**config.mk**
```make
export PLATFORM = sky130hd
export DESIGN_NAME = sha256_stream_hasher
export DESIGN_NICKNAME = d
export VERILOG_FILES = /design/src/rtl/sha256_pkg.sv /design/src/rtl/sha256_datapath.sv /design/src/rtl/sha256_ctrl.sv /design/src/rtl/sha256_stream_hasher.sv
export SDC_FILE = /design/constraint.sdc
export NUM_CORES = 2
export LEC_CHECK = 0
export BUFFER_PORTS_ARGS = -buffer_cell sky130_fd_sc_hd__clkbuf_2
export CAP_MARGIN = 10
export CORE_MARGIN = 10
export CORE_UTILIZATION = 44
export DETAILED_ROUTE_END_ITERATION = 8
export PLACE_DENSITY = 0.58
export SLEW_MARGIN = 40
export SYNTH_ARGS = -nofsm -noshare
export SYNTH_HDL_FRONTEND = slang
export SYNTH_HIERARCHICAL = 1
export SYNTH_SLANG_ARGS = --single-unit
```
**constraint.sdc**
```tcl
create_clock -name clk -period 14.7 [get_ports clk]
set_clock_uncertainty 0.05 [all_clocks]
set_input_delay 4.41 -clock clk [delete_from_list [all_inputs] [get_ports clk]]
set_output_delay 4.41 -clock clk [all_outputs]
set_load 0.03 [all_outputs]
```
**src/rtl/sha256_pkg.sv**
```systemverilog
// Shared types, command/status structs and SHA-256 constant tables.
`default_nettype none

package sha256_pkg;

  localparam logic REQ_DATA   = 1'b0;
  localparam logic REQ_FINISH = 1'b1;

  typedef enum logic [3:0] {
    S_IDLE,
    S_PAD80,
    S_PADZ,
    S_PADLEN,
    S_LOAD,
    S_ROUND,
    S_FOLD,
    S_EMIT
  } state_t;

  typedef enum logic [1:0] {
    BSEL_MSG,
    BSEL_PAD,
    BSEL_ZERO,
    BSEL_LEN
  } byte_sel_t;

  typedef struct packed {
    logic      shift_en;
    byte_sel_t byte_sel;
    logic      latch_len;
    logic      load_work;
    logic      round_en;
    logic      fold;
    logic      clear;
    logic [5:0] step;
  } cmd_t;

  typedef struct packed {
    logic block_last;
    logic len_pos;
  } status_t;

  function automatic logic [31:0] init_hash(input logic [2:0] idx);
    logic [31:0] v;
    case (idx)
      3'd0: v = 32'h6a09e667;
      3'd1: v = 32'hbb67ae85;
      3'd2: v = 32'h3c6ef372;
      3'd3: v = 32'ha54ff53a;
      3'd4: v = 32'h510e527f;
      3'd5: v = 32'h9b05688c;
      3'd6: v = 32'h1f83d9ab;
      default: v = 32'h5be0cd19;
    endcase
    return v;
  endfunction

  function automatic logic [31:0] round_k(input logic [5:0] idx);
    logic [31:0] v;
    case (idx)
      6'd0:  v = 32'h428a2f98;
      6'd1:  v = 32'h71374491;
      6'd2:  v = 32'hb5c0fbcf;
      6'd3:  v = 32'he9b5dba5;
      6'd4:  v = 32'h3956c25b;
      6'd5:  v = 32'h59f111f1;
      6'd6:  v = 32'h923f82a4;
      6'd7:  v = 32'hab1c5ed5;
      6'd8:  v = 32'hd807aa98;
      6'd9:  v = 32'h12835b01;
      6'd10: v = 32'h243185be;
      6'd11: v = 32'h550c7dc3;
      6'd12: v = 32'h72be5d74;
      6'd13: v = 32'h80deb1fe;
      6'd14: v = 32'h9bdc06a7;
      6'd15: v = 32'hc19bf174;
      6'd16: v = 32'he49b69c1;
      6'd17: v = 32'hefbe4786;
      6'd18: v = 32'h0fc19dc6;
      6'd19: v = 32'h240ca1cc;
      6'd20: v = 32'h2de92c6f;
      6'd21: v = 32'h4a7484aa;
      6'd22: v = 32'h5cb0a9dc;
      6'd23: v = 32'h76f988da;
      6'd24: v = 32'h983e5152;
      6'd25: v = 32'ha831c66d;
      6'd26: v = 32'hb00327c8;
      6'd27: v = 32'hbf597fc7;
      6'd28: v = 32'hc6e00bf3;
      6'd29: v = 32'hd5a79147;
      6'd30: v = 32'h06ca6351;
      6'd31: v = 32'h14292967;
      6'd32: v = 32'h27b70a85;
      6'd33: v = 32'h2e1b2138;
      6'd34: v = 32'h4d2c6dfc;
      6'd35: v = 32'h53380d13;
      6'd36: v = 32'h650a7354;
      6'd37: v = 32'h766a0abb;
      6'd38: v = 32'h81c2c92e;
      6'd39: v = 32'h92722c85;
      6'd40: v = 32'ha2bfe8a1;
      6'd41: v = 32'ha81a664b;
      6'd42: v = 32'hc24b8b70;
      6'd43: v = 32'hc76c51a3;
      6'd44: v = 32'hd192e819;
      6'd45: v = 32'hd6990624;
      6'd46: v = 32'hf40e3585;
      6'd47: v = 32'h106aa070;
      6'd48: v = 32'h19a4c116;
      6'd49: v = 32'h1e376c08;
      6'd50: v = 32'h2748774c;
      6'd51: v = 32'h34b0bcb5;
      6'd52: v = 32'h391c0cb3;
      6'd53: v = 32'h4ed8aa4a;
      6'd54: v = 32'h5b9cca4f;
      6'd55: v = 32'h682e6ff3;
      6'd56: v = 32'h748f82ee;
      6'd57: v = 32'h78a5636f;
      6'd58: v = 32'h84c87814;
      6'd59: v = 32'h8cc70208;
      6'd60: v = 32'h90befffa;
      6'd61: v = 32'ha4506ceb;
      6'd62: v = 32'hbef9a3f7;
      default: v = 32'hc67178f2;
    endcase
    return v;
  endfunction

endpackage

`default_nettype wire

```
**src/rtl/sha256_datapath.sv**
```systemverilog
// Datapath: block shift line, message schedule, round unit, chaining state, length.
`default_nettype none

module sha256_datapath (
  input  wire logic                clk,
  input  wire logic                rst,
  input  wire logic [7:0]          data_byte,
  input  wire sha256_pkg::cmd_t    cmd,
  output sha256_pkg::status_t      status,
  output logic [31:0]              digest_word
);

  logic [31:0]  hash [8];
  logic [31:0]  work [8];
  logic [511:0] window;
  logic [5:0]   byte_count;
  logic [54:0]  blk_count;
  logic [63:0]  len_reg;

  logic [7:0]   byte_in;
  logic [5:0]   len_pos;
  logic [31:0]  w_new;
  logic [31:0]  t1;
  logic [31:0]  t2;

  function automatic logic [31:0] rotr(input logic [31:0] x, input int unsigned n);
    return (x >> n) | (x << (32 - n));
  endfunction

  function automatic logic [31:0] big_s0(input logic [31:0] x);
    return rotr(x, 2) ^ rotr(x, 13) ^ rotr(x, 22);
  endfunction

  function automatic logic [31:0] big_s1(input logic [31:0] x);
    return rotr(x, 6) ^ rotr(x, 11) ^ rotr(x, 25);
  endfunction

  function automatic logic [31:0] small_s0(input logic [31:0] x);
    return rotr(x, 7) ^ rotr(x, 18) ^ (x >> 3);
  endfunction

  function automatic logic [31:0] small_s1(input logic [31:0] x);
    return rotr(x, 17) ^ rotr(x, 19) ^ (x >> 10);
  endfunction

  // length bytes go out most significant first
  assign len_pos = {3'd7 - cmd.step[2:0], 3'b000};

  always_comb begin
    case (cmd.byte_sel)
      sha256_pkg::BSEL_MSG:  byte_in = data_byte;
      sha256_pkg::BSEL_PAD:  byte_in = 8'h80;
      sha256_pkg::BSEL_ZERO: byte_in = 8'h00;
      sha256_pkg::BSEL_LEN:  byte_in = len_reg[len_pos +: 8];
      default:               byte_in = 8'h00;
    endcase
  end

  // window word 0 is the oldest: w[t]; words 1, 9, 14 give w[t+16]
  assign w_new = small_s1(window[63:32]) + window[223:192] +
                 small_s0(window[479:448]) + window[511:480];

  assign t1 = work[7] + big_s1(work[4]) +
              ((work[4] & work[5]) ^ (~work[4] & work[6])) +
              sha256_pkg::round_k(cmd.step) + window[511:480];
  assign t2 = big_s0(work[0]) +
              ((work[0] & work[1]) ^ (work[0] & work[2]) ^ (work[1] & work[2]));

  always_ff @(posedge clk) begin
    if (cmd.shift_en) begin
      window <= {window[503:0], byte_in};
    end else if (cmd.round_en) begin
      window <= {window[479:0], w_new};
    end
  end

  always_ff @(posedge clk) begin
    if (cmd.load_work) begin
      for (int i = 0; i < 8; i++) begin
        work[i] <= hash[i];
      end
    end else if (cmd.round_en) begin
      work[7] <= work[6];
      work[6] <= work[5];
      work[5] <= work[4];
      work[4] <= work[3] + t1;
      work[3] <= work[2];
      work[2] <= work[1];
      work[1] <= work[0];
      work[0] <= t1 + t2;
    end
  end

  always_ff @(posedge clk) begin
    if (rst || cmd.clear) begin
      for (int i = 0; i < 8; i++) begin
        hash[i] <= sha256_pkg::init_hash(3'(i));
      end
    end else if (cmd.fold) begin
      for (int i = 0; i < 8; i++) begin
        hash[i] <= hash[i] + work[i];
      end
    end
  end

  always_ff @(posedge clk) begin
    if (rst || cmd.clear) begin
      byte_count <= '0;
      blk_count  <= '0;
    end else if (cmd.shift_en) begin
      byte_count <= byte_count + 6'd1;
      if (byte_count == 6'd63) begin
        blk_count <= blk_count + 55'd1;
      end
    end
  end

  // compressed blocks are whole multiples of 512 bits
  always_ff @(posedge clk) begin
    if (cmd.latch_len) begin
      len_reg <= {blk_count, byte_count, 3'b000};
    end
  end

  assign status.block_last = (byte_count == 6'd63);
  assign status.len_pos    = (byte_count == 6'd56);
  assign digest_word       = hash[cmd.step[2:0]];

endmodule

`default_nettype wire

```
**src/rtl/sha256_ctrl.sv**
```systemverilog
// Controller: sequences absorb, padding, compression rounds and digest output.
`default_nettype none

module sha256_ctrl (
  input  wire logic                clk,
  input  wire logic                rst,
  input  wire logic                in_valid,
  output logic                     in_ready,
  input  wire logic                req_type,
  output logic                     out_valid,
  input  wire logic                out_ready,
  output logic [2:0]               word_index,
  output logic                     last_word,
  input  wire sha256_pkg::status_t status,
  output sha256_pkg::cmd_t         cmd
);

  sha256_pkg::state_t state;
  sha256_pkg::state_t state_next;
  sha256_pkg::state_t ret;
  sha256_pkg::state_t ret_next;
  logic [5:0]         step;
  logic [5:0]         step_next;

  always_ff @(posedge clk) begin
    if (rst) begin
      state <= sha256_pkg::S_IDLE;
      ret   <= sha256_pkg::S_IDLE;
      step  <= '0;
    end else begin
      state <= state_next;
      ret   <= ret_next;
      step  <= step_next;
    end
  end

  always_comb begin
    state_next = state;
    ret_next   = ret;
    step_next  = step;
    cmd        = '0;
    cmd.step   = step;
    in_ready   = 1'b0;
    out_valid  = 1'b0;
    case (state)
      sha256_pkg::S_IDLE: begin
        in_ready = 1'b1;
        if (in_valid) begin
          if (req_type == sha256_pkg::REQ_DATA) begin
            cmd.shift_en = 1'b1;
            cmd.byte_sel = sha256_pkg::BSEL_MSG;
            if (status.block_last) begin
              state_next = sha256_pkg::S_LOAD;
              ret_next   = sha256_pkg::S_IDLE;
            end
          end else begin
            cmd.latch_len = 1'b1;
            state_next    = sha256_pkg::S_PAD80;
          end
        end
      end
      sha256_pkg::S_PAD80: begin
        cmd.shift_en = 1'b1;
        cmd.byte_sel = sha256_pkg::BSEL_PAD;
        if (status.block_last) begin
          state_next = sha256_pkg::S_LOAD;
          ret_next   = sha256_pkg::S_PADZ;
        end else begin
          state_next = sha256_pkg::S_PADZ;
        end
      end
      sha256_pkg::S_PADZ: begin
        if (status.len_pos) begin
          state_next = sha256_pkg::S_PADLEN;
          step_next  = '0;
        end else begin
          cmd.shift_en = 1'b1;
          cmd.byte_sel = sha256_pkg::BSEL_ZERO;
          if (status.block_last) begin
            state_next = sha256_pkg::S_LOAD;
            ret_next   = sha256_pkg::S_PADZ;
          end
        end
      end
      sha256_pkg::S_PADLEN: begin
        cmd.shift_en = 1'b1;
        cmd.byte_sel = sha256_pkg::BSEL_LEN;
        step_next    = step + 6'd1;
        if (step[2:0] == 3'd7) begin
          state_next = sha256_pkg::S_LOAD;
          ret_next   = sha256_pkg::S_EMIT;
        end
      end
      sha256_pkg::S_LOAD: begin
        cmd.load_work = 1'b1;
        step_next     = '0;
        state_next    = sha256_pkg::S_ROUND;
      end
      sha256_pkg::S_ROUND: begin
        cmd.round_en = 1'b1;
        step_next    = step + 6'd1;
        if (step == 6'd63) begin
          state_next = sha256_pkg::S_FOLD;
        end
      end
      sha256_pkg::S_FOLD: begin
        cmd.fold   = 1'b1;
        step_next  = '0;
        state_next = ret;
      end
      sha256_pkg::S_EMIT: begin
        out_valid = 1'b1;
        if (out_ready) begin
          step_next = step + 6'd1;
          // last word taken: drop back to the initial chaining state
          if (step[2:0] == 3'd7) begin
            cmd.clear  = 1'b1;
            step_next  = '0;
            state_next = sha256_pkg::S_IDLE;
          end
        end
      end
      default: begin
        state_next = sha256_pkg::S_IDLE;
      end
    endcase
  end

  assign word_index = step[2:0];
  assign last_word  = (step[2:0] == 3'd7);

endmodule

`default_nettype wire

```
**src/rtl/sha256_stream_hasher.sv**
```systemverilog
// Top level of the byte-serial SHA-256 hasher: controller, datapath and checks.
`default_nettype none

// SHA-256 over a byte stream. Each data request (req_type 0) appends data_byte
// to the current 64-byte block; the 64th byte of a block starts a compression
// (load, 64 rounds on the single round unit, fold), during which in_ready is
// low. A finish request (req_type 1) pads one byte per cycle outside the
// compressions (0x80, zeros to byte 56, eight length bytes), runs one or two
// compressions, then presents the eight digest words, word_index 0 (most
// significant) first, last_word on the eighth; a finish takes longest when 56
// bytes of the block are held and a second block is padded. After the eighth
// word is taken the chaining state returns to the initial values and the next
// message may start. Input and output are not taken at the same time:
// in_ready stays low while digest words are offered.
module sha256_stream_hasher (
  input  wire logic        clk,
  input  wire logic        rst,
  input  wire logic        in_valid,
  output logic             in_ready,
  input  wire logic        req_type,
  input  wire logic [7:0]  data_byte,
  output logic             out_valid,
  input  wire logic        out_ready,
  output logic [31:0]      digest_word,
  output logic [2:0]       word_index,
  output logic             last_word
);

  sha256_pkg::cmd_t    cmd;
  sha256_pkg::status_t status;

  sha256_ctrl u_ctrl (
    .clk        (clk),
    .rst        (rst),
    .in_valid   (in_valid),
    .in_ready   (in_ready),
    .req_type   (req_type),
    .out_valid  (out_valid),
    .out_ready  (out_ready),
    .word_index (word_index),
    .last_word  (last_word),
    .status     (status),
    .cmd        (cmd)
  );

  sha256_datapath u_datapath (
    .clk          (clk),
    .rst          (rst),
    .data_byte    (data_byte),
    .cmd          (cmd),
    .status       (status),
    .digest_word  (digest_word)
  );

  a_no_overlap: assert property (@(posedge clk) disable iff (rst)
    !(in_ready && out_valid))
    else $error("input and output offered in the same cycle");

  a_word_advance: assert property (@(posedge clk) disable iff (rst)
    out_valid && out_ready && !last_word |=>
      out_valid && (word_index == 3'($past(word_index) + 3'd1)))
    else $error("digest word sequence broken");

  a_ready_after_last: assert property (@(posedge clk) disable iff (rst)
    out_valid && out_ready && last_word |=> in_ready && !out_valid)
    else $error("block not idle after final digest word");

  a_digest_hold: assert property (@(posedge clk) disable iff (rst)
    out_valid && !out_ready |=> $stable(digest_word))
    else $error("digest word changed while stalled");

endmodule

`default_nettype wire
```
==> results by group <==
Run status
  • Outcome: finished clean

STA
  • Fmax: about 100 MHz
  • Slew HR: 0.395
  • Pins Over Slew Limit: 0
  • Setup-failing EPs final: 0
  • Worst-Margin Slew: roughly 900 ps
  • Setup TNS Final: 0 ps
  • Fin crit share: 0.671
  • Fin crit period: between 9000 and 10,000 ps
  • Final hold vios: 0
  • RSZ-0062 raised after global routing: no

Place
  • Final Wtd Congestion: around 0.95
  • Post-Place Cells: about 9,400
  • IO Port Bufs: 50
  • Dpl cell area: between 70,000 and 80,000 um2
  • Post-DP HPWL: between 150,000 and 200,000 um

Power
  • Max rail drop VDD: 0.121 mV
  • PwrDens: 113 nW/um2
  • Leak: between 30 and 40 nW

Logic synthesis
  • Area share of the largest cell type after synthesis: 0.422
  • Post-synth cell types: roughly 100
  • Post-synthesis net count: between 7,000 and 8,000
  • Top FF cell, synth: edfxtp_1
  • Yosys warning count: 6
  • Top cells by area, synth: edfxtp_1 42%, mux2_2 7.0%, ha_1 6.3%, nand2_1 5.5%, fa_1 5.1%
  • Ys async rst share: 0
  • Mapped Cells: slightly above 7,000
  • Post-synth EDFFs: 1,085
  • Mapped Avg Cell Area: around 11 um2
  • Synth Cell Area: between 70,000 and 80,000 um2
  • Cell type with the largest total area after synthesis: edfxtp_1
  • #FFs+latches synth: around 1,200
  • Post-synthesis sequential area ratio: 0.441

Die
  • Initial core utilization: 0.443
  • # IOs: slightly above 50
  • # rows: ~150
  • Die area: between 150,000 and 200,000 um2
  • Die width: approximately 440 um
  • Total core area: ~170,000 um2
  • Die Y: ~440 um

Min path
  • Hold crit path type: flop to flop
  • Hold path startpoint: u_datapath/blk_count[3]

Final layout
  • Layout cells sized above 1: 0.132
  • Register area: roughly 34,000 um2
  • Layout fillers: approximately 16,000
  • Biggest regs: u_datapath/window (512), u_datapath/hash (256), u_datapath/work (256)
  • Area occupied by multi-input gates: approximately 40,000 um2
  • Final non-filler cell total: 9,625
  • Final core area utilization: 0.485
  • Nets: approximately 7,800
  • Layout area overhead: 9.37%
  • Largest register FFs: between 500 and 600
  • Most flop-heavy register: u_datapath/window
  • Final instance area: roughly 84,000 um2

CTS
  • Clk buf depth: 3
  • CTS tree: yes
  • Post-CTS Hold Buffers: 0
  • H-tree Lvls: 4
  • Setup Buffers After CTS: 0
  • Clk slew on worst S/H paths: approximately 60 ps
  • Clock latency on the worst-skew pair: ~810 ps
  • Cts repair resizes: 0
  • Clock root buffer: clkbuf_16
  • Number of clock sinks: roughly 1,200
  • CTS buffer count: 140

Drt
  • Post-route ant nets: 0
  • Vias: 55,800
  • TritonRoute pass-1 iters: 5
  • DR DRC count: 0
  • Via density: between 5 and 6
  • Wire length per cell: about 24 um
  • Total routed wirelength: ~230,000 um
  • Initial DRC Count: a little over 5,000

Global routing
  • Largest net degree at the start of global routing: roughly 140
  • Vias in the first global route: around 55,000
  • First-pass GRT wire length: ~350,000 um
  • GRT overflow: 0
  • Initial antenna violation count: 6
  • Total global-route track usage: 0.234

Setup path
  • Setup crit start kind: flop
  • Worst path most repeated cell: inv_1
  • Worst reg2reg path startpoint: u_ctrl/step[0]
  • Crit path max-delay family: compound AO/OA/AOI/OAI gates
  • Crit path kind: flop to flop
  • CP Max Fanout: 28
  • CP required: 15,170 ps
  • Crit path buf inv count: 5
  • Arr. time, crit path: 10,330 ps
  • Worst Setup End Kind: flop
  • CP Launch Point: u_ctrl/step[0]
  • Slowest CP cell: o41ai_1
  • Critical path's largest stage delay: about 690 ps

Job
  • Max Cap Viol: 0
## placed cells by master (no fill, tap or decap), types with 199 or more instances in the layout
cell         n
a21o_1     199
a21oi_1    326
edfxtp_1  1085
ha_1       391
inv_1      453
mux2_2     476
nand2_1   1139
nor2_1     358
o21ai_0    415
xnor2_1    334
xor2_1     257
## routing by layer
metal,vias up,wire (um),GRT usage
met5,-,13,0
li1,25800,-,-
met3,410,14200,0.0339
met4,2,10900,0.0999
met2,1902,108000,0.381
met1,27600,98500,0.313
## Yosys cell counts, types with 17 or more instances
master and count:
nor3_1 104, or2_2 23, a21o_1 199, nor2b_1 72, buf_1 27, nand2_1 1140
nand4_1 38, nor4_1 17, o21ai_0 415, xnor2_1 334, fa_1 195, nand2b_1 79
a31oi_1 45, ha_1 391, a221oi_1 19, o31ai_1 37, and3_1 61, nand3_1 106
mux2i_1 31, mux2_2 476, xor2_1 257, a211oi_1 55, edfxtp_1 1085, and2_1 21
mux4_2 82, o21a_1 56, o21bai_1 40, clkbuf_1 300, nor2_1 359, dfxtp_1 73
or3_1 47, inv_1 454, o211ai_1 22, a21oi_1 327
## final timing paths
| check | end | slack [ps] | depth (start not counted) |
|---|---|---|---|
| max reg2reg | u_datapath/work[0][29] | 4830 | 34 |
| max | u_datapath/work[0][29] | 4830 | 34 |
| min | u_datapath/len_reg[12] | 390 | 0 |
| min reg2reg | u_datapath/len_reg[12] | 390 | 0 |
## metrics by stage
stage | power (mW) | worst slack [ps] | hold WS (ps)
3_5_place_dp | 6.12 | 4910 | 385
3_3_place_gp | 6.09 | 4900 | 368
2_1_floorplan | 5.57 | 1980 | 358
5_1_grt | 9.99 | 4170 | 407
6_report | 9.54 | 4830 | 392
4_1_cts | 9.61 | 4890 | 394
## where the power goes
part	total, mW	leakage (nW)	switching [mW]	internal (mW)
Sequential	3.92	10.5	0.115	3.81
Clock	3.45	2.17	1.45	2.01
Combinational	2.16	19.5	1.26	0.903
## layout make-up
type | count | area share
diodes | 1 | 0.0000297
inverters | 454 | 0.0202
multi-input cells | 5313 | 0.476
clock inverters | 73 | 0.00932
flip-flops and latches | 1158 | 0.404
well taps | 2325 | 0.0345
clock buffers | 176 | 0.0440
repair buffers | 125 | 0.0123
## kinds of logic after synthesis
logic type	synth area share
adders and majority gates	0.114
muxes	0.0975
DFF	0.441
buffers and inverters	0.0393
xor gates and xnor gates	0.0671
and+or+nand+nor	0.123
other	0.0000486
AOI/OAI and AO/OA	0.117
Power figures use the tool's default switching activity.
